==> config.mk <==
export PLATFORM = sky130hd
export DESIGN_NAME = pse_skid
export DESIGN_NICKNAME = d
export VERILOG_FILES = /design/src/pse_pkg.sv /design/src/pse_skid.sv
export SDC_FILE = /design/constraint.sdc
export NUM_CORES = 1
export LEC_CHECK = 0
export BUFFER_PORTS_ARGS = -buffer_cell sky130_fd_sc_hd__buf_4
export CAP_MARGIN = 40
export CELL_PAD_IN_SITES_DETAIL_PLACEMENT = 1
export CELL_PAD_IN_SITES_GLOBAL_PLACEMENT = 1
export CORE_MARGIN = 1.5
export CORE_UTILIZATION = 46
export DETAILED_ROUTE_END_ITERATION = 16
export HOLD_SLACK_MARGIN = 0.15
export PLACE_DENSITY_LB_ADDON = 0.25
export SYNTH_ARGS = -nofsm -noshare
export SYNTH_HDL_FRONTEND = slang
export SYNTH_SLANG_ARGS = --single-unit
==> constraint.sdc <==
create_clock -name clk -period 9.3 [get_ports clk]
set_clock_uncertainty 0.05 [all_clocks]
set_input_delay 1.86 -clock clk [delete_from_list [all_inputs] [get_ports clk]]
set_output_delay 1.86 -clock clk [all_outputs]
set_load 0.01 [all_outputs]
==> src/pse_pkg.sv <==
// ----------------------------------------------------------------------------
// pse_pkg: shared types and constants
// Holds the stack size, the token and status codes and the cell control type
// for the postfix stack evaluator.
// ----------------------------------------------------------------------------
`default_nettype none

package pse_pkg;

  localparam int STACK_DEPTH = 64;
  localparam int DEPTH_W     = $clog2(STACK_DEPTH + 1);
  localparam int DATA_W      = 32;

  localparam logic       ACT_PUSH  = 1'b0;
  localparam logic       ACT_OPER  = 1'b1;

  localparam logic [1:0] OP_ADD    = 2'd0;
  localparam logic [1:0] OP_SUB    = 2'd1;
  localparam logic [1:0] OP_MUL    = 2'd2;

  localparam logic [1:0] ST_OK     = 2'd0;
  localparam logic [1:0] ST_UNDER  = 2'd1;
  localparam logic [1:0] ST_OVER   = 2'd2;

  typedef struct packed {
    logic push;
    logic pop;
  } cell_ctrl_t;

  typedef struct packed {
    logic              last;
    logic [1:0]        status;
    logic [6:0]        depth;
    logic [DATA_W-1:0] top;
  } result_t;

endpackage : pse_pkg

`default_nettype wire

==> src/pse_skid.sv <==
// ----------------------------------------------------------------------------
// pse_skid: two-entry output buffer
// Holds results in an output register and a skid register so the input side
// can take one more token after the output side stalls.
// ----------------------------------------------------------------------------
`default_nettype none

module pse_skid
  import pse_pkg::*;
(
  input  wire      clk,
  input  wire      rst,
  input  wire      in_valid,
  output logic     in_ready,
  input  result_t  in_data,
  output logic     out_valid,
  input  wire      out_ready,
  output result_t  out_data
);

  logic    skid_valid;
  result_t skid_data;
  logic    drain;

  assign in_ready = !skid_valid;
  assign drain    = out_valid && out_ready;

  always_ff @(posedge clk) begin
    if (rst) begin
      out_valid  <= 1'b0;
      skid_valid <= 1'b0;
    end else if (skid_valid) begin
      if (drain) begin
        skid_valid <= 1'b0;
      end
    end else if (in_valid) begin
      if (out_valid && !out_ready) begin
        skid_valid <= 1'b1;
      end else begin
        out_valid <= 1'b1;
      end
    end else if (drain) begin
      out_valid <= 1'b0;
    end
  end

  always_ff @(posedge clk) begin
    if (skid_valid) begin
      if (drain) begin
        out_data <= skid_data;
      end
    end else if (in_valid) begin
      if (out_valid && !out_ready) begin
        skid_data <= in_data;
      end else begin
        out_data <= in_data;
      end
    end
  end

endmodule : pse_skid

`default_nettype wire

==> out/qor.csv <==
stage,metric,value,unit
sta,"crit path setup slack, layout",5936,ps
grt,global-route wire length before repair,9025,um
synthesis,synth warn,0,
flow_run,maximum capacitance violations,0,
final_layout,"most common cell after layout, fill and taps aside",sky130_fd_sc_hd__buf_4,
sta,share of the clock period used by the worst path after layout,36.17,%
die,Std-Cell Rows,30,
routing,via total after detailed routing,1617,
clocking,clock slew seen by the registers of the worst setup and hold paths,80,ps
grt,pin count of the biggest net entering global routing,43,
routing,met2 WL post-DR,2964,um
setup_path,number of buffers and inverters on the critical path,2,
routing,Detailed Route WL,5832,um
clocking,buffers inserted during post-CTS setup optimization,0,
synthesis,number of distinct standard cells referenced by the synthesized netlist,14,
placed_design,final weighted congestion of routability-driven global placement,0.6449,
setup_path,crit path max fanout,28,
clocking,number of buffers between clock root and the deepest sink,2,
min_path,type of the worst min-delay path,reg -> reg,
routing,Routed WL per cell,17.83,um
die,Die Span X,85.91,um
final_layout,register cell area after layout,2564,um2
synthesis,gate count after technology mapping,144,
clocking,master cell of the clock root buffer,sky130_fd_sc_hd__clkbuf_8,
sta,Post-Route Setup TNS,0,ps
final_layout,Area Overhead vs Synth,31.10,%
die,number of placed I/O pins,90,
grt,number of antenna violations at the first check in global routing,0,
clocking,CTS resizes,0,
power,power density over the cells,194.4,nW/um2
power,Max VDD drop,0.1135,mV
sta,Max Fclk,297.2,MHz
placed_design,DP Cell Count,311,
placed_design,Post-DP HPWL,3921,um
synthesis,syn nets,190,
synthesis,Mapped Area,3162,um2
setup_path,"Largest stage delay, worst path",800,ps
routing,DRC violation count after routing,0,
grt,GRT Overall Usage,17.03,%
routing,routed metal-1 wire length,2442,um
setup_path,crit path max-delay cell type,sky130_fd_sc_hd__dfxtp_2,
clocking,Clock Latency Late Sink,340,ps
routing,DRT iter0 DRCs,41,
routing,antenna-violating nets left,0,
routing,met3 WL,348,um
clocking,TritonCTS clock tree,built,
synthesis,sequential share of the synthesized area,81.04,%
sta,worst slew slack as a fraction of its limit,52.45,%
final_layout,Filler Cell Count,603,
sta,slew at the pin closest to its max-slew limit,713.3,ps
sta,unrepaired setup endpoints after global routing,false,
synthesis,post-synthesis area per instance,21.96,um2
routing,via density per instance,4.945,
clocking,total CTS buffers,9,
setup_path,family with the most delay on the worst path,flip-flops,
routing,total iterations of the first detailed-routing run,4,
grt,GRT overflow,0,
status,run status,completed,
final_layout,"non-filler cells, final",327,
placed_design,setup slack at placement,6110,ps
final_layout,final layout net count,288,
grt,via count of the first global-routing pass,1662,
final_layout,total area of multi-input combinational cells,550.5,um2
power,cell leakage power,1.541,nW
sta,final max-slew violation count,0,
die,Core Footprint,6719,um2
placed_design,quantity of I/O buffers inserted on ports,89,
final_layout,diodes inserted,0,
setup_path,list of cells traversed by the critical path,inv_1 -> buf_4,
final_layout,utilization after layout,61.69,%
die,starting density of the core,47.06,%
setup_path,Worst setup SP type,flip-flop,
sta,setup violation total in the final timing report,0,
setup_path,kind of critical path,reg -> out,
synthesis,Seq cells post-synth,86,
die,height of the die,85.91,um
clocking,H-tree depth,3,
setup_path,CP Data Arrival Time,1450,ps
clocking,Clock Sink Count,86,
setup_path,required time of the critical path,7390,ps
sta,number of hold-slack violations in the final timing report,0,
clocking,hold_buf cts,0,
final_layout,fraction of layout cells with a size suffix above 1,61.54,%
die,floorplan die area,7380,um2
sta,final critical path time including I/O delays and setup,3364,ps
routing,uppermost layer routed,met4,
setup_path,kind of end point of the critical path,primary output,
final_layout,highest-count cells in the layout ignoring fill and taps,"sky130_fd_sc_hd__buf_4, sky130_fd_sc_hd__edfxtp_1, sky130_fd_sc_hd__mux2_2, sky130_fd_sc_hd__clkbuf_8, sky130_fd_sc_hd__inv_1",
[flip-flops by register name, summed over array words and instances, names as in the netlist]
name,flops
out_valid,1
skid_valid,1
skid_data,42
out_data,42
[cells by family (layout without fill, tap and decap cells)]
family / after synthesis / in the layout / synth area share, %
flip-flops: 86 / 86 / 81.04
buffers and inverters: 8 / 111 / 1.939
AND/OR/NAND/NOR: 3 / 3 / 0.6730
AO/OA/AOI/OAI: 4 / 4 / 0.8312
multiplexers: 43 / 43 / 15.51
[power breakdown]
part / leakage (nW) / internal, mW / switching (mW)
Combinational: 0.639 / 0.0491 / 0.0376
Clock: 0.0976 / 0.125 / 0.131
Sequential: 0.804 / 0.453 / 0.0100
Total: 1.54 / 0.627 / 0.179
[cell usage after synthesis]
| library cell | count | area [um2] |
|---|---|---|
| sky130_fd_sc_hd__nor2b_1 | 1 | 6.260 |
| sky130_fd_sc_hd__buf_6 | 4 | 45.04 |
| sky130_fd_sc_hd__inv_1 | 3 | 11.26 |
| sky130_fd_sc_hd__a211oi_1 | 1 | 7.510 |
| sky130_fd_sc_hd__dfxtp_1 | 2 | 40.04 |
| sky130_fd_sc_hd__mux2i_1 | 1 | 10.01 |
| sky130_fd_sc_hd__mux2_4 | 2 | 30.03 |
| sky130_fd_sc_hd__nand2b_1 | 1 | 6.260 |
| sky130_fd_sc_hd__buf_2 | 1 | 5.000 |
| sky130_fd_sc_hd__edfxtp_1 | 84 | 2522 |
| sky130_fd_sc_hd__o32ai_1 | 1 | 8.760 |
| sky130_fd_sc_hd__and4_1 | 1 | 8.760 |
| sky130_fd_sc_hd__a21oi_1 | 2 | 10.01 |
| sky130_fd_sc_hd__mux2_2 | 40 | 450.4 |
[layout make-up]
type,instances,share of cell area [%]
Tap cell,80,2.415
Multi-Input combinational cell,50,13.28
Clock buffer,9,2.988
Inverter,3,0.2717
Timing Repair Buffer,92,17.45
Clock inverter,7,1.751
Sequential cell,86,61.85
[per-layer routing]
layer / up-vias / GRT usage [%]
met1: 789 / 21.21
li1: 766 / -
met4: 0 / 7.331
met5: - / 0
met3: 6 / 5.775
met2: 56 / 27.34
[stage by stage]
stage | total power [mW] | hold slack (ps) | area [um2]
final | 0.8060 | 503.0 | 4145
after floorplan | 0.5088 | 473.1 | 3162
after CTS | 0.8171 | 500.0 | 4145
after global routing | 0.8375 | 517.1 | 4145
after global placement | 0.5545 | 477.8 | 3901
after detailed placement | 0.5601 | 482.0 | 3949
[path summary, 6_finish.rpt]
kind / start / to / slack [ps] / depth (start not counted)
max: skid_valid / in_ready / 5940 / 2
min: skid_data[17] / out_data[17] / 500 / 1
max reg2reg: skid_valid / out_data[21] / 7190 / 3
min reg2reg: skid_data[17] / out_data[17] / 500 / 1
Note: power is estimated with default switching activity, not from simulation.
