===== src/pse_pkg.sv =====
// ----------------------------------------------------------------------------
// pse_pkg: shared types and constants
// Holds the stack size, the token and status codes and the cell control type
// for the postfix stack evaluator.
// ----------------------------------------------------------------------------
`default_nettype none

package pse_pkg;

  localparam int STACK_DEPTH = 64;
  localparam int DEPTH_W     = $clog2(STACK_DEPTH + 1);
  localparam int DATA_W      = 32;

  localparam logic       ACT_PUSH  = 1'b0;
  localparam logic       ACT_OPER  = 1'b1;

  localparam logic [1:0] OP_ADD    = 2'd0;
  localparam logic [1:0] OP_SUB    = 2'd1;
  localparam logic [1:0] OP_MUL    = 2'd2;

  localparam logic [1:0] ST_OK     = 2'd0;
  localparam logic [1:0] ST_UNDER  = 2'd1;
  localparam logic [1:0] ST_OVER   = 2'd2;

  typedef struct packed {
    logic push;
    logic pop;
  } cell_ctrl_t;

  typedef struct packed {
    logic              last;
    logic [1:0]        status;
    logic [6:0]        depth;
    logic [DATA_W-1:0] top;
  } result_t;

endpackage : pse_pkg

`default_nettype wire


===== src/pse_cell.sv =====
// ----------------------------------------------------------------------------
// pse_cell: one stack entry
// Loads the entry above it on a push and the entry below it on a pop; holds
// otherwise.
// ----------------------------------------------------------------------------
`default_nettype none

module pse_cell
  import pse_pkg::*;
(
  input  wire               clk,
  input  cell_ctrl_t        ctrl,
  input  wire  [DATA_W-1:0] push_data,
  input  wire  [DATA_W-1:0] pop_data,
  output logic [DATA_W-1:0] entry
);

  always_ff @(posedge clk) begin
    if (ctrl.push) begin
      entry <= push_data;
    end else if (ctrl.pop) begin
      entry <= pop_data;
    end
  end

endmodule : pse_cell

`default_nettype wire


===== config.mk =====
export PLATFORM = sky130hd
export DESIGN_NAME = pse_cell
export DESIGN_NICKNAME = d
export VERILOG_FILES = /design/src/pse_pkg.sv /design/src/pse_cell.sv
export SDC_FILE = /design/constraint.sdc
export NUM_CORES = 1
export LEC_CHECK = 0
export ABC_CLOCK_PERIOD_IN_PS = 5300
export BUFFER_PORTS_ARGS = -buffer_cell sky130_fd_sc_hd__buf_4
export CAP_MARGIN = 20
export CORE_MARGIN = 2
export CORE_UTILIZATION = 40
export CTS_CLUSTER_DIAMETER = 200
export DETAILED_ROUTE_END_ITERATION = 10
export PLACE_DENSITY = 0.77
export SYNTH_ARGS = -nofsm -noshare
export SYNTH_HDL_FRONTEND = slang
export SYNTH_SLANG_ARGS = --single-unit

===== constraint.sdc =====
create_clock -name clk -period 5.3 [get_ports clk]
set_input_delay 0.795 -clock clk [delete_from_list [all_inputs] [get_ports clk]]
set_output_delay 0.795 -clock clk [all_outputs]
set_load 0.05 [all_outputs]

==> metrics.yaml, run 1 <==
run_status:
  status: "finished clean"
drt:
  wl_per_cell_um: 13.90
  vias: 985
  ant_nets: 0
  firstDrtPassIters: 2
  routed_wl_um: 3057
  viasPerCell: 4.477
  first_iter_violations: 45
  drc: 0
placed_design:
  placed_area_um2: 2240
  port-buffer-count: 98
  place_inst: 212
  dp_slack_ns: 3.131
  gp_congestion: 0.6446
clocking:
  root_buffer: "clkbuf_8"
  cts.hold.buffers_added: 0
  postCtsSetupBuffers: 0
  cts_inserted_buffers: 5
  clk_pin_slew_worst_paths_ns: 0.06
  cts_resized: 0
  cts_sinks: 32
  tritoncts: "built"
  cts_max_level: 2
  clk_path_buf_depth: 2
synthesis:
  synth_top_family_by_area: "multiplexers"
  synth_cell_types: 6
  yosys_warnings: 0
  synth_compound_area_share_pct: 0
  synthXorXnorAreaFrac_pct: 0
  ys_seq_elements: 32
  synth_nets: 136
  syn_avg_cell_area_um2: 21.85
  syn_area_um2: 1508
  synthMuxAreaShare_pct: 31.12
  yosysSeqAreaShare_pct: 63.73
  synth_adder_area_share_pct: 0
  syn_inst: 69
  synth-simple-area-share_pct: 0.4149
grt:
  grt_pass1_vias: 1019
  grt_max_degree: 34
  grt_pass1_wl_um: 4657
  antenna_found_initial: 0
  grt_util_all_layers_pct: 15.09
  overflow: 0
sta:
  final.setup.tns_ns: 0
  max_freq_mhz: 536.4
  min_period_ns: 1.864
  setup_viol: 0
  slew_headroom_pct: 62.89
  fin_crit_sh_pct: 35.18
  hold_viol_final: 0
  worst_pin_slew_ns: 0.5567
  final_max_slew_viol_count: 0
  grt_setup_unrepaired: "no"
  finalWorstSetupSlack_ns: 3.436
die:
  dieArea_um2: 4277
  rows: 22
  core_area_um2: 3633
  start_util_pct: 41.49
  die_w_um: 65.40
  die_y_um: 65.40
  ios: 99
min_path:
  hp-class: "in2reg"
  holdPathStages: 2
  min_to: "entry[27]"
  worst_hold_startpoint: "pop_data[27]"
power:
  power_per_cell_area_nw_per_um2: 323.7
  p_total_w: 0.0007597
  cellLeakagePower_nw: 1.108
  ir_worst_vdd_mv: 0.1752
cells_and_area:
  fin_cells: 220
  syn2layout_area_growth_pct: 55.68
  antenna_cells: 0
  fill_cells: 284
  largest_reg_flops: 32
  drive_gt1_share_pct: 80.23
  fin_area_um2: 2347
  largestRegisters: "entry: 32 flops"
  largest-register: "entry"
  nets: 238
critical_path:
  crit_arrival_ns: 1.79
  worst-endpoint-required_ns: 5.23
  crit_fanout: 33
  path_class: "in2reg"
  cp-start-kind: "input pin"
  critPathCaptureType: "flip-flop"
job:
  drv_cap: 0
power by group:
| part | switching [W] | internal (W) |
|---|---|---|
| clock | 0.0000795 | 0.000139 |
| sequential | 0.00000783 | 0.000311 |
| combinational | 0.000130 | 0.0000920 |
Yosys cell counts:
library cell	instances	share of area (%)
mux2_4	29	29
buf_6	1	0.75
mux2_2	3	2.2
buf_12	3	4.0
edfxtp_1	32	64
or2_1	1	0.42
cells by family after synthesis:
| family | Yosys count |
|---|---|
| mux | 32 |
| buf+inv | 4 |
| flops | 32 |
| simple gates | 1 |
worst max-delay path by stage:
stage,end,from,slack [ns]
after global routing,entry[21],ctrl[1],3.36
after CTS,entry[21],ctrl[1],3.42
after detailed placement,entry[14],ctrl[1],3.13
after floorplan,entry[0],ctrl[1],3.09
final,entry[21],ctrl[1],3.44
after global placement,entry[4],ctrl[1],3.18
worst max-delay path: stages:
cell	delay [ns]
buf_4	0.46
or2_1	0.18
buf_4	0.35
per-stage QoR:
step / hold WS, ns / utilization (%)
finish: 0.8197 / 64.60
detailed placement: 1.100 / 61.64
floorplan: 1.013 / -
global placement: 1.097 / 61.64
global route: 0.8061 / 64.60
CTS: 0.8142 / 64.60
cells in the final DEF, fill, tap and decap left out:
| cell | n |
|---|---|
| clkbuf_8 | 5 |
| clkinv_2 | 1 |
| bufinv_16 | 1 |
| clkbuf_1 | 1 |
| or2_1 | 1 |
| mux2_2 | 3 |
| edfxtp_1 | 32 |
| mux2_4 | 29 |
| buf_4 | 99 |
area by class of cell:
type | count | area (um2) | area share (%)
sequential | 32 | 960.9 | 40.94
multi-input combinational | 33 | 475.5 | 20.26
clock buffer | 6 | 72.57 | 3.092
tap | 48 | 60.06 | 2.559
timing repair buffer | 99 | 743.2 | 31.66
clock inverter | 2 | 35.03 | 1.493
per-layer routing:
| metal | up-vias | GRT usage [%] | wire length (um) |
|---|---|---|---|
| met3 | 2 | 3.767 | 287 |
| met4 | 0 | 7.813 | 34 |
| met2 | 58 | 27.68 | 1626 |
| li1 | 470 | - | - |
| met5 | - | 0 | 0 |
| met1 | 455 | 15.78 | 1109 |
(Power assumes the default switching activity.)
==> inputs of run 2 (changes only) <==
==> config.mk (replaced) <==
export PLATFORM = sky130hd
export DESIGN_NAME = pse_cell
export DESIGN_NICKNAME = d
export VERILOG_FILES = /design/src/pse_pkg.sv /design/src/pse_cell.sv
export SDC_FILE = /design/constraint.sdc
export NUM_CORES = 1
export LEC_CHECK = 0
export ABC_AREA = 1
export ABC_CLOCK_PERIOD_IN_PS = 1600
export BUFFER_PORTS_ARGS = -buffer_cell sky130_fd_sc_hd__buf_4
export CAP_MARGIN = 20
export CORE_MARGIN = 2
export CORE_UTILIZATION = 36
export CTS_CLUSTER_DIAMETER = 200
export DETAILED_ROUTE_END_ITERATION = 10
export PLACE_DENSITY = 0.75
export SYNTH_ARGS = -nofsm -noshare
export SYNTH_HDL_FRONTEND = slang
export SYNTH_SLANG_ARGS = --single-unit
==> constraint.sdc (replaced) <==
create_clock -name clk -period 1.6 [get_ports clk]
set_input_delay 0.24 -clock clk [delete_from_list [all_inputs] [get_ports clk]]
set_output_delay 0.24 -clock clk [all_outputs]
set_load 0.05 [all_outputs]
==> run 2 against run 1 <==
  * Sequential share of layout area is 2.5 points higher
  * Power grew to 3.0 times the previous value
  * Final cell count increased by 29%
  * Combinational power rose to 3.1 times the previous value
  * Synthesized cell count is 99% higher
  * First-iteration DRC count is 78% higher
  * Synthesized area decreased by 7.1%
  * Non-clock buffer count unchanged
  * Die area rose by 3.1%
  * Critical path depth decreased by 2
  * Via count rose by 22%
  * Utilization is 4.6 points lower
  * Critical path type is now reg2out
  * Highest routed layer unchanged
==> metrics.yaml, run 2 <==
power:
  ir_worst_vdd_mv: 0.5660  # +220%
  power_per_cell_area_nw_per_um2: 1038  # +220%
  cellLeakagePower_nw: 1.136  # +2.5%
clocking:
  clk_path_buf_depth: 2  # unchanged
  clk_pin_slew_worst_paths_ns: 0.06  # about the same
  cts.hold.buffers_added: 0  # unchanged
  postCtsSetupBuffers: 0  # unchanged
  tritoncts: "built"
  root_buffer: "clkbuf_8"
  cts_max_level: 2  # unchanged
  cts_sinks: 32  # unchanged
  cts_resized: 0  # unchanged
  cts_inserted_buffers: 5  # unchanged
critical_path:
  crit_fanout: 1  # -97%
  cp.buffers_inverters: 1  # -1
  crit_family: "flip-flops"
  cp-start-kind: "flip-flop"
  path_class: "reg2out"
  critPathSlowestCell: "edfxtp_1"
  crit_arrival_ns: 0.85  # -0.94 ns
  critPathCaptureType: "output port"
  cpPeakStageDelay_ns: 0.38  # -0.08 ns
  worst-endpoint-required_ns: 1.36  # -3.87 ns
  cp_cell_sequence: "buf_4"
cells_and_area:
  syn2layout_area_growth_pct: 58.04
  fill_cells: 344  # +21%
  largest-register: "entry"
  drive_gt1_share_pct: 45.34  # -35 points
  nets: 303  # +27%
  antenna_cells: 0  # unchanged
  register_area_um2: 960.9  # unchanged
  largest_reg_flops: 32  # unchanged
  multi_input_area_um2: 366.6  # -23%
  final_cell_mix: "buf_4 (99), nand2_1 (96), edfxtp_1 (32)"
  largestRegisters: "entry: 32 flops"
  final_common_cell: "buf_4"
die:
  die_w_um: 66.39  # +1.5%
  core_area_um2: 3689  # +1.5%
  ios: 99  # unchanged
  dieArea_um2: 4408  # +3.1%
  rows: 22  # unchanged
  start_util_pct: 37.99  # -3.5 points
  die_y_um: 66.39  # +1.5%
sta:
  worst_pin_slew_ns: 0.7125  # +0.1558 ns
  hold_viol_final: 0  # unchanged
  slew_headroom_pct: 52.50  # -10 points
  final.setup.tns_ns: 0  # unchanged
  final_max_slew_viol_count: 0  # unchanged
  setup_viol: 0  # unchanged
  finalWorstSetupSlack_ns: 0.5055  # -2.930 ns
  min_period_ns: 1.095
  grt_setup_unrepaired: "no"
  max_freq_mhz: 913.6
  fin_crit_sh_pct: 68.41
job:
  drv_cap: 0  # unchanged
synthesis:
  yosys_warnings: 0  # unchanged
  post-synth-top-count-cell: "nand2_1"
  async_flop_share_pct: 0  # unchanged
  synth_top_area_share_pct: 68.57  # +4.8 points
  synth_nets: 204  # +50%
  ys_seq_elements: 32  # unchanged
  synth-main-ff-cell: "edfxtp_1"
  synth.top_cells.by_count: "nand2_1 (96), edfxtp_1 (32), buf_6 (4)"
  synth_top_cell_by_area: "edfxtp_1"
  syn_inst: 137  # +99%
  synth-edff-count: 32  # unchanged
  synth_area_leaders: "edfxtp_1 (69%), nand2_1 (26%), buf_6 (3.2%)"
  synth_cell_types: 6  # unchanged
  syn_avg_cell_area_um2: 10.23  # -53%
  syn_area_um2: 1401  # -7.1%
  yosysSeqAreaShare_pct: 68.57  # +4.8 points
grt:
  grt_max_degree: 34  # unchanged
  antenna_found_initial: 0  # unchanged
  grt_pass1_vias: 1160  # +14%
  grt_pass1_wl_um: 4836  # +3.8%
  grt_util_all_layers_pct: 14.86  # -0.22 points
  overflow: 0  # unchanged
drt:
  viasPerCell: 4.236  # -5.4%
  ant_nets: 0  # unchanged
  vias: 1203  # +22%
  drc: 0  # unchanged
  first_iter_violations: 80  # +78%
  wl_per_cell_um: 11.06  # -20%
  routed_wl_um: 3140  # +2.7%
  firstDrtPassIters: 4  # +2
placed_design:
  dp_hpwl_um: 2346
  gp_congestion: 0.7701  # +19%
  port-buffer-count: 98  # unchanged
  dp_slack_ns: 0.2924  # -2.838 ns
run_status:
  status: "finished clean"
min_path:
  hp-class: "in2reg"
==> run 2: layout make-up <==
| type | instances | share of cell area (%) |
|---|---|---|
| Timing Repair Buffer | 99 | 33.56 |
| Sequential cell | 32 | 43.39 |
| Tap cell | 48 | 2.712 |
| Multi-Input combinational cell | 97 | 16.55 |
| Clock buffer | 6 | 3.277 |
| Inverter | 1 | 0.2825 |
| Clock inverter | 1 | 0.2260 |
==> run 2: metrics by stage <==
stage	utilization, %	area [um2]	hold WS, ns	power (W)	instances
2_1_floorplan	-	1401	0.4186	0.001502	137
3_3_place_gp	57.94	2137	0.5043	0.001763	277
3_5_place_dp	57.94	2137	0.5073	0.001773	277
4_1_cts	60.04	2215	0.2192	0.002328	284
5_1_grt	60.04	2215	0.2264	0.002402	284
6_report	60.04	2215	0.2266	0.002298	284
==> run 2: final timing paths <==
check | end | slack [ns] | depth (start not counted) | startpoint
min | entry[29] | 0.23 | 3 | pop_data[29]
max | entry[27] | 0.51 | 1 | entry[27]
==> run 2: cells by family (layout without fill, tap and decap cells) <==
logic type,after synthesis,after routing,synth area share (%)
AND/OR/NAND/NOR,97,97,26.16
buffers and inverters,8,107,5.268
flip-flops,32,32,68.57
==> run 2: per-layer routing <==
layer / wire length, um / share of wire, % / global-route usage, % / up-vias
li1: - / - / - / 631
met1: 1190 / 38 / 14.88 / 507
met2: 1607 / 51 / 27.25 / 60
met3: 304 / 9.7 / 5.111 / 5
met4: 38 / 1.2 / 6.888 / 0
met5: 0 / 0 / 0 / -
==> run 2: worst min-delay path, delay by kind of cell <==
family / cells / cell delay [ns]
AND/OR/NAND/NOR: 2 / 0.08
buffers and inverters: 1 / 0.07
==> run 2: power by group <==
part           leakage (nW)  internal (W)  switching (W)
clock network        0.0410      0.000295       0.000257
registers             0.330       0.00103      0.0000238
logic                 0.765      0.000242       0.000449
