$ cat src/pse_pkg.sv
// ----------------------------------------------------------------------------
// pse_pkg: shared types and constants
// Holds the stack size, the token and status codes and the cell control type
// for the postfix stack evaluator.
// ----------------------------------------------------------------------------
`default_nettype none

package pse_pkg;

  localparam int STACK_DEPTH = 64;
  localparam int DEPTH_W     = $clog2(STACK_DEPTH + 1);
  localparam int DATA_W      = 32;

  localparam logic       ACT_PUSH  = 1'b0;
  localparam logic       ACT_OPER  = 1'b1;

  localparam logic [1:0] OP_ADD    = 2'd0;
  localparam logic [1:0] OP_SUB    = 2'd1;
  localparam logic [1:0] OP_MUL    = 2'd2;

  localparam logic [1:0] ST_OK     = 2'd0;
  localparam logic [1:0] ST_UNDER  = 2'd1;
  localparam logic [1:0] ST_OVER   = 2'd2;

  typedef struct packed {
    logic push;
    logic pop;
  } cell_ctrl_t;

  typedef struct packed {
    logic              last;
    logic [1:0]        status;
    logic [6:0]        depth;
    logic [DATA_W-1:0] top;
  } result_t;

endpackage : pse_pkg

`default_nettype wire

$ cat src/pse_alu.sv
// ----------------------------------------------------------------------------
// pse_alu: operator unit
// Combines second-from-top and top with 32-bit wrap-around add, subtract or
// multiply; the unused code gives zero.
// ----------------------------------------------------------------------------
`default_nettype none

module pse_alu
  import pse_pkg::*;
(
  input  wire  [1:0]        op_code,
  input  wire  [DATA_W-1:0] lower,
  input  wire  [DATA_W-1:0] upper,
  output logic [DATA_W-1:0] result
);

  always_comb begin
    unique case (op_code)
      OP_ADD:  result = lower + upper;
      OP_SUB:  result = lower - upper;
      OP_MUL:  result = lower * upper;
      default: result = '0;
    endcase
  end

endmodule : pse_alu

`default_nettype wire

$ cat config.mk
export PLATFORM = sky130hd
export DESIGN_NAME = pse_alu
export DESIGN_NICKNAME = d
export VERILOG_FILES = /design/src/pse_pkg.sv /design/src/pse_alu.sv
export SDC_FILE = /design/constraint.sdc
export NUM_CORES = 1
export LEC_CHECK = 0
export ABC_CLOCK_PERIOD_IN_PS = 15400
export BUFFER_PORTS_ARGS = -buffer_cell sky130_fd_sc_hd__buf_4
export CAP_MARGIN = 10
export CORE_MARGIN = 2
export CORE_UTILIZATION = 42
export DETAILED_ROUTE_END_ITERATION = 7
export SYNTH_ARGS = -nofsm -noshare
export SYNTH_HDL_FRONTEND = slang
export SYNTH_SLANG_ARGS = --single-unit
$ cat constraint.sdc
create_clock -name vclk -period 15.4
set_input_delay 2.31 -clock vclk [all_inputs]
set_output_delay 2.31 -clock vclk [all_outputs]
set_load 0.02 [all_outputs]
==> results of run 1 <==
area by class of cell:
type                            instances  area (um2)
Inverter                              397        1490
Timing Repair Buffer                   99       743.2
Fill cell                            4305       23740
Multi-Input combinational cell       1607       16370
Tap cell                              585       732.0
how the worst max path moves through the flow:
stage | startpoint | end | slack [ns] | cells after the start
final | upper[2] | result[31] | 3.39 | 25
after global routing | upper[2] | result[31] | 3.09 | 25
after detailed placement | upper[8] | result[31] | 3.56 | 22
after floorplan | lower[12] | result[31] | 4.11 | 25
after CTS | upper[2] | result[31] | 3.52 | 25
after global placement | upper[8] | result[31] | 3.60 | 22
metrics by stage:
step	util	std cells	hold WS, ns	instance area [um2]	worst slack (ns)
3_5_place_dp	0.4489	2688	5.070	19340	3.563
2_1_floorplan	-	2115	4.919	18290	4.107
4_1_cts	0.4489	2688	5.067	19340	3.520
3_3_place_gp	0.4489	2688	5.081	19340	3.603
5_1_grt	0.4489	2688	5.100	19340	3.087
6_report	0.4489	2688	5.059	19340	3.393
per-layer routing:
metal / track usage / part of all wire / vias to the layer above
met4: 0.05667 / 0.027 / 0
met3: 0.01897 / 0.045 / 65
li1: - / - / 6382
met2: 0.4298 / 0.47 / 401
met5: 0 / 0 / -
met1: 0.3580 / 0.45 / 7271
worst max-delay path: cells and delay by family:
kind	cells	cell delay [ns]
fa+ha+maj	9	4.39
buf+inv	6	0.62
compound gates	5	1.13
xor+xnor	1	0.17
simple gates	4	1.03
cell families (layout without fill, tap and decap cells):
kind of cell | Yosys count | count (layout) | share of synthesized area
AND/OR/NAND/NOR | 704 | 704 | 0.2001
adder cells (fa/ha/maj) | 565 | 565 | 0.5543
XOR/XNOR | 134 | 134 | 0.06492
AO/OA/AOI/OAI | 199 | 199 | 0.07299
buffers and inverters | 508 | 496 | 0.1049
multiplexers | 5 | 5 | 0.002736
cell usage in the layout, fill, tap and decap left out, types with 9 or more instances in the layout:
master    synthesis  layout
o31ai_1          11      11
nor2_1           46      46
and2_1          310     310
a21oi_1          47      47
xnor2_1          82      82
o21a_1           11      11
o21ai_0          35      35
o22ai_1          12      12
nand2_1         261     261
fa_1            409     409
buf_4             1      99
nand3_1          15      15
nand2b_1          9       9
inv_1           397     397
nor3_1           18      18
a21o_1           19      19
ha_1            156     156
xor2_1           51      51
Yosys cell counts (18+ instances only):
cell / n
xnor2_1: 82
fa_1: 409
xor2_1: 51
ha_1: 156
clkbuf_1: 104
inv_1: 397
nor3_1: 18
nand2_1: 261
o21ai_0: 35
a21oi_1: 47
nor2_1: 46
and2_1: 310
a21o_1: 19
==> out/qor.yml, run 1 <==
status:
  status: "complete, no violations"
finish:
  diodes: 0
  area_growth_pct: 5.719
  seq_cells: 0
  nNetsFinal: 2736
  seq_area_um2: 0
  final_layout_size_suffix_gt1_frac: 0.05659
  nClkBuffers: 0
critical_path:
  crit_fanout: 34
  critPathMaxStageDelay_ns: 0.55
  crit_path_frequent_cell: "fa_1"
  worst_path_max_delay_cell: "fa_1"
  worstSetupPathType: "primary input to primary output"
  arrival_ns: 9.70
  crit_path_start_kind: "primary input"
  required_ns: 13.09
  end_kind: "primary output"
clock_network:
  postCtsSetupBuffers: 0
  cts_resized: 0
  hold_buffers: 0
yosys:
  synth.distinct_cells: 66
  netlist_instances: 2115
  synth_nets: 2746
  syn-cell-area_um2: 18290
  ys_warn_count: 0
  avgSynthCellArea_um2: 8.648
  synth_largest_area_cell: "fa_1"
  synthTopCellsByArea: "fa_1 (45%), ha_1 (11%), and2_1 (11%)"
  yosysSeqAreaShare: 0
  synth_top_area_share: 0.4476
placement:
  finalWeightedCongestion: 0.9172
  place_hpwl_mm: 41.53
  portBuffers: 98
global_routing:
  grt_use_total: 0.2542
  grt_pass1_vias: 15746
  grt_remaining_overflow: 0
  grt_pass1_wl_mm: 88.42
  grt_max_degree: 43
  antenna_found_initial: 0
die:
  ios: 98
  dieArea_um2: 45240
  die_w_um: 212.7
  initial_core_util: 0.4246
  chipHeight_um: 212.7
  core-area_um2: 43080
  rows: 76
sta:
  slew_headroom: 0.4151
  timing.setup.tns_ns: 0
  slew_viol_final: 0
  rsz0062_at_grt: "false"
  tightest_slew_ns: 0.8741
  min_period_ns: 12.01
  finalCritPeriodShare: 0.7797
  fmax_ghz: 0.08328
  hold_viol_final: 0
  setup_viol: 0
hold_path:
  whs_endpoint: "result[6]"
  whs_path_depth: 3
  hold_start: "op_code[0]"
  hp-class: "primary input to primary output"
detailed_routing:
  wl_per_cell_um: 20.02
  ant_nets: 0
  remaining_drc_errors: 0
  initialDrtViolationCount: 667
  dr.pass1.iters: 5
  via_count: 14119
  finalWirelength_mm: 53.83
  viasPerCell: 5.253
job:
  drv_cap: 0
Power of run 1 is not shown: default switching activity piles up to over one toggle a cycle in this logic, so the estimate is an artifact.
==> run 2, diff against run 1 <==
Settings changed: ABC_AREA set to 1, ABC_CLOCK_PERIOD_IN_PS 15400 to 11000.
Clock period 15.4 ns to 11 ns, I/O delays scaled along.
==> run 2 against run 1 <==
Compared with the run above:
- worst setup slack lost 2.5 ns
- worst hold slack got worse by 1.2 ns
- sequential share of layout area unchanged
- largest cell class unchanged
==> out/qor.yml, run 2 <==
status:
  status: "complete, no violations"
detailed_routing:
  wl_per_cell_um: 17.79
  dr.pass1.iters: 6
  finalWirelength_mm: 60.26
  via_count: 17029
  viasPerCell: 5.026
  ant_nets: 0
  remaining_drc_errors: 0
  initialDrtViolationCount: 1262
finish:
  nClkBuffers: 0
  area_growth_pct: 5.369
  nNetsFinal: 3414
  most-common-layout-cells: "inv_1 (820), nand2_1 (794), fa_1 (409), ha_1 (156), buf_4 (105)"
  seq_area_um2: 0
  final_layout_size_suffix_gt1_frac: 0.04711
  seq_cells: 0
  diodes: 0
  final_common_cell: "inv_1"
clock_network:
  hold_buffers: 0
  cts_resized: 0
  postCtsSetupBuffers: 0
critical_path:
  required_ns: 9.35
  worstSetupPathType: "primary input to primary output"
  crit_path_start_kind: "primary input"
  end_kind: "primary output"
  arrival_ns: 8.44
  crit_fanout: 29
yosys:
  synth_nets: 3429
  synth_largest_area_cell: "fa_1"
  syn-cell-area_um2: 19530
  synthTopCellsByArea: "fa_1 (42%), inv_1 (16%), nand2_1 (15%)"
  synth_top_area_share: 0.4193
  ys_warn_count: 0
  avgSynthCellArea_um2: 6.980
  yosysSeqAreaShare: 0
  synth_commonest_cells: "inv_1 (820), nand2_1 (794), fa_1 (409)"
  synth.distinct_cells: 49
  netlist_instances: 2798
  synth.most_common_cell: "inv_1"
sta:
  min_period_ns: 10.09
  setup_viol: 0
  rsz0062_at_grt: "false"
  finalCritPeriodShare: 0.9174
  slew_viol_final: 0
  timing.setup.tns_ns: 0
  hold_viol_final: 0
  slew_headroom: 0.6100
  fmax_ghz: 0.09909
  tightest_slew_ns: 0.5849
die:
  ios: 98
  core-area_um2: 46260
  dieArea_um2: 48240
  initial_core_util: 0.4222
  chipHeight_um: 219.6
  rows: 79
  die_w_um: 219.6
placement:
  place_hpwl_mm: 47.50
  finalWeightedCongestion: 0.9068
  portBuffers: 98
global_routing:
  grt_pass1_vias: 18024
  grt_remaining_overflow: 0
  antenna_found_initial: 0
  grt_use_total: 0.2606
  grt_pass1_wl_mm: 97.72
  grt_max_degree: 36
job:
  drv_cap: 0
hold_path:
  hp-class: "primary input to primary output"
run 2: layout make-up:
class | instances | area (um2)
fill | 4830 | 25680
multi-input combinational | 1847 | 15920
tap | 607 | 759.5
inverter | 829 | 3114
timing repair buffer | 105 | 788.3
run 2: through the flow:
stage	hold slack (ns)	util	cell area [um2]	std cells	setup slack, ns
floorplan	3.595	-	19530	2798	1.493
global placement	3.869	0.4448	20580	3388	1.114
detailed placement	3.860	0.4448	20580	3388	1.043
CTS	3.859	0.4448	20580	3388	1.024
global route	3.884	0.4448	20580	3388	0.6136
finish	3.866	0.4448	20580	3388	0.9084
run 2: critical path, stage by stage:
cell	delay (ns)
buf_4	0.40
nand2_1	0.10
inv_1	0.09
fa_1	0.44
fa_1	0.50
fa_1	0.53
inv_1	0.06
fa_1	0.47
inv_1	0.05
fa_1	0.50
inv_1	0.06
fa_1	0.54
inv_1	0.07
fa_1	0.49
fa_1	0.43
ha_1	0.35
a21oi_1	0.30
o21a_1	0.19
o21ai_0	0.09
nand2_1	0.06
nand3_1	0.12
a21o_1	0.19
o21ai_0	0.40
o21ai_1	0.14
buf_4	0.19
run 2: path summary, 6_finish.rpt:
path,endpoint,from,cells after the start,slack (ns)
max,result[29],upper[6],25,0.91
min,result[5],op_code[1],3,3.87
run 2: kinds of logic after synthesis:
group | Yosys count | synth area share
simple gates | 1005 | 0.2085
xor+xnor | 54 | 0.02422
fa+ha+maj | 565 | 0.5192
buf+inv | 951 | 0.1850
compound gates | 223 | 0.06304
run 2: routing by layer:
metal	wire length, um	track usage
met1	26960	0.3675
met2	28590	0.4479
met3	3290	0.01077
met4	1413	0.05324
met5	0	0
Power of run 2 is left out for the same reason.
==> run 3, diff against run 2 <==
==> constraint.sdc (replaced) <==
create_clock -name vclk -period 11
set_input_delay 1.65 -clock vclk [all_inputs]
set_output_delay 1.65 -clock vclk [all_outputs]
set_load 0.01 [all_outputs]
==> run 3 against run 2 <==
Compared with the run above:
- final cell count did not move
- die area did not move
- global-route usage fell by 0.053 points
- count of clock-buffer cells in the layout unchanged
- sequential cell count unchanged
- non-clock buffer count is the same
- design area hardly changed
- worst setup slack improved by 0.019 ns
- largest cell class unchanged
==> out/qor.yml, run 3 (same netlist as run 2, synthesis figures left out) <==
die:
  rows: 79
  ios: 98
  chipHeight_um: 219.6
  dieArea_um2: 48240
  core-area_um2: 46260
  initial_core_util: 0.4222
  die_w_um: 219.6
global_routing:
  grt_use_total: 0.2601
  grt_pass1_vias: 18132
  antenna_found_initial: 1
  grt_pass1_wl_mm: 97.76
  grt_remaining_overflow: 0
  grt_max_degree: 36
sta:
  setup_viol: 0
  slew_viol_final: 0
  fmax_ghz: 0.09928
  min_period_ns: 10.07
  timing.setup.tns_ns: 0
  rsz0062_at_grt: "false"
  slew_headroom: 0.3490
  hold_viol_final: 0
  finalCritPeriodShare: 0.9157
  tightest_slew_ns: 0.9755
finish:
  seq_area_um2: 0
  nClkBuffers: 0
  most-common-layout-cells: "inv_1 (820), nand2_1 (794), fa_1 (409), ha_1 (156), buf_4 (105)"
  diodes: 0
  multi_input_area_um2: 15920
  seq_cells: 0
  final_common_cell: "inv_1"
  fillers: 4827
  nNetsFinal: 3414
  area_growth_pct: 5.382
  final_layout_size_suffix_gt1_frac: 0.04746
critical_path:
  arrival_ns: 8.42
  required_ns: 9.35
  crit_path_start_kind: "primary input"
  crit_fanout: 33
  worstSetupPathType: "primary input to primary output"
  end_kind: "primary output"
detailed_routing:
  ant_nets: 0
  viasPerCell: 5.018
  via_count: 17001
  dr.pass1.iters: 7
  initialDrtViolationCount: 1223
  finalWirelength_mm: 59.78
  wl_per_cell_um: 17.64
  remaining_drc_errors: 0
placement:
  portBuffers: 98
  finalWeightedCongestion: 0.9244
  place_hpwl_mm: 47.46
clock_network:
  postCtsSetupBuffers: 0
  hold_buffers: 0
  cts_resized: 0
status:
  status: "complete, no violations"
hold_path:
  hp-class: "primary input to primary output"
job:
  drv_cap: 0
## run 3: cell counts in the layout (fill, tap and decap cells not counted)
Identical to the previous run, type by type.
## run 3: cell type report
type               instances  area share
inverters                829      0.1513
multi-input cells       1847      0.7735
well taps                607     0.03690
repair buffers           105     0.03830
## run 3: final timing paths
kind                   start    endpoint  slack, ns  cells after the start
setup / recovery    upper[3]  result[26]       0.93                     27
hold / removal    op_code[1]   result[5]       3.83                      3
## run 3: routing by layer
layer | wire length (um) | vias up | GRT usage
met3 | 3527 | 86 | 0.01712
met5 | 0 | - | 0
met4 | 1914 | 0 | 0.06868
li1 | - | 7990 | -
met2 | 27890 | 521 | 0.4405
met1 | 26440 | 8404 | 0.3619
## run 3: critical path: stages
cell	delay, ns
buf_4	0.41
nand2_1	0.11
inv_1	0.09
fa_1	0.42
inv_1	0.09
fa_1	0.44
fa_1	0.49
fa_1	0.55
inv_1	0.05
fa_1	0.50
inv_1	0.06
fa_1	0.55
inv_1	0.07
fa_1	0.50
fa_1	0.43
ha_1	0.34
nand2_1	0.16
o21ai_0	0.11
a21oi_1	0.16
nand3_1	0.18
nand3_1	0.11
nand2_1	0.08
nand2_1	0.07
nand2_1	0.06
xnor2_1	0.41
o21ai_1	0.13
buf_4	0.16
## run 3: metrics by stage
| stage | utilization | instance area (um2) | hold slack, ns | instances | setup WS, ns |
|---|---|---|---|---|---|
| 2_1_floorplan | - | 19530 | 3.512 | 2798 | 1.623 |
| 5_1_grt | 0.4449 | 20580 | 3.864 | 3388 | 0.6671 |
| 6_report | 0.4449 | 20580 | 3.829 | 3388 | 0.9272 |
| 3_3_place_gp | 0.4449 | 20580 | 3.838 | 3388 | 1.096 |
| 3_5_place_dp | 0.4449 | 20580 | 3.834 | 3388 | 1.013 |
| 4_1_cts | 0.4449 | 20580 | 3.835 | 3388 | 0.9762 |
Power of run 3 is left out for the same reason.
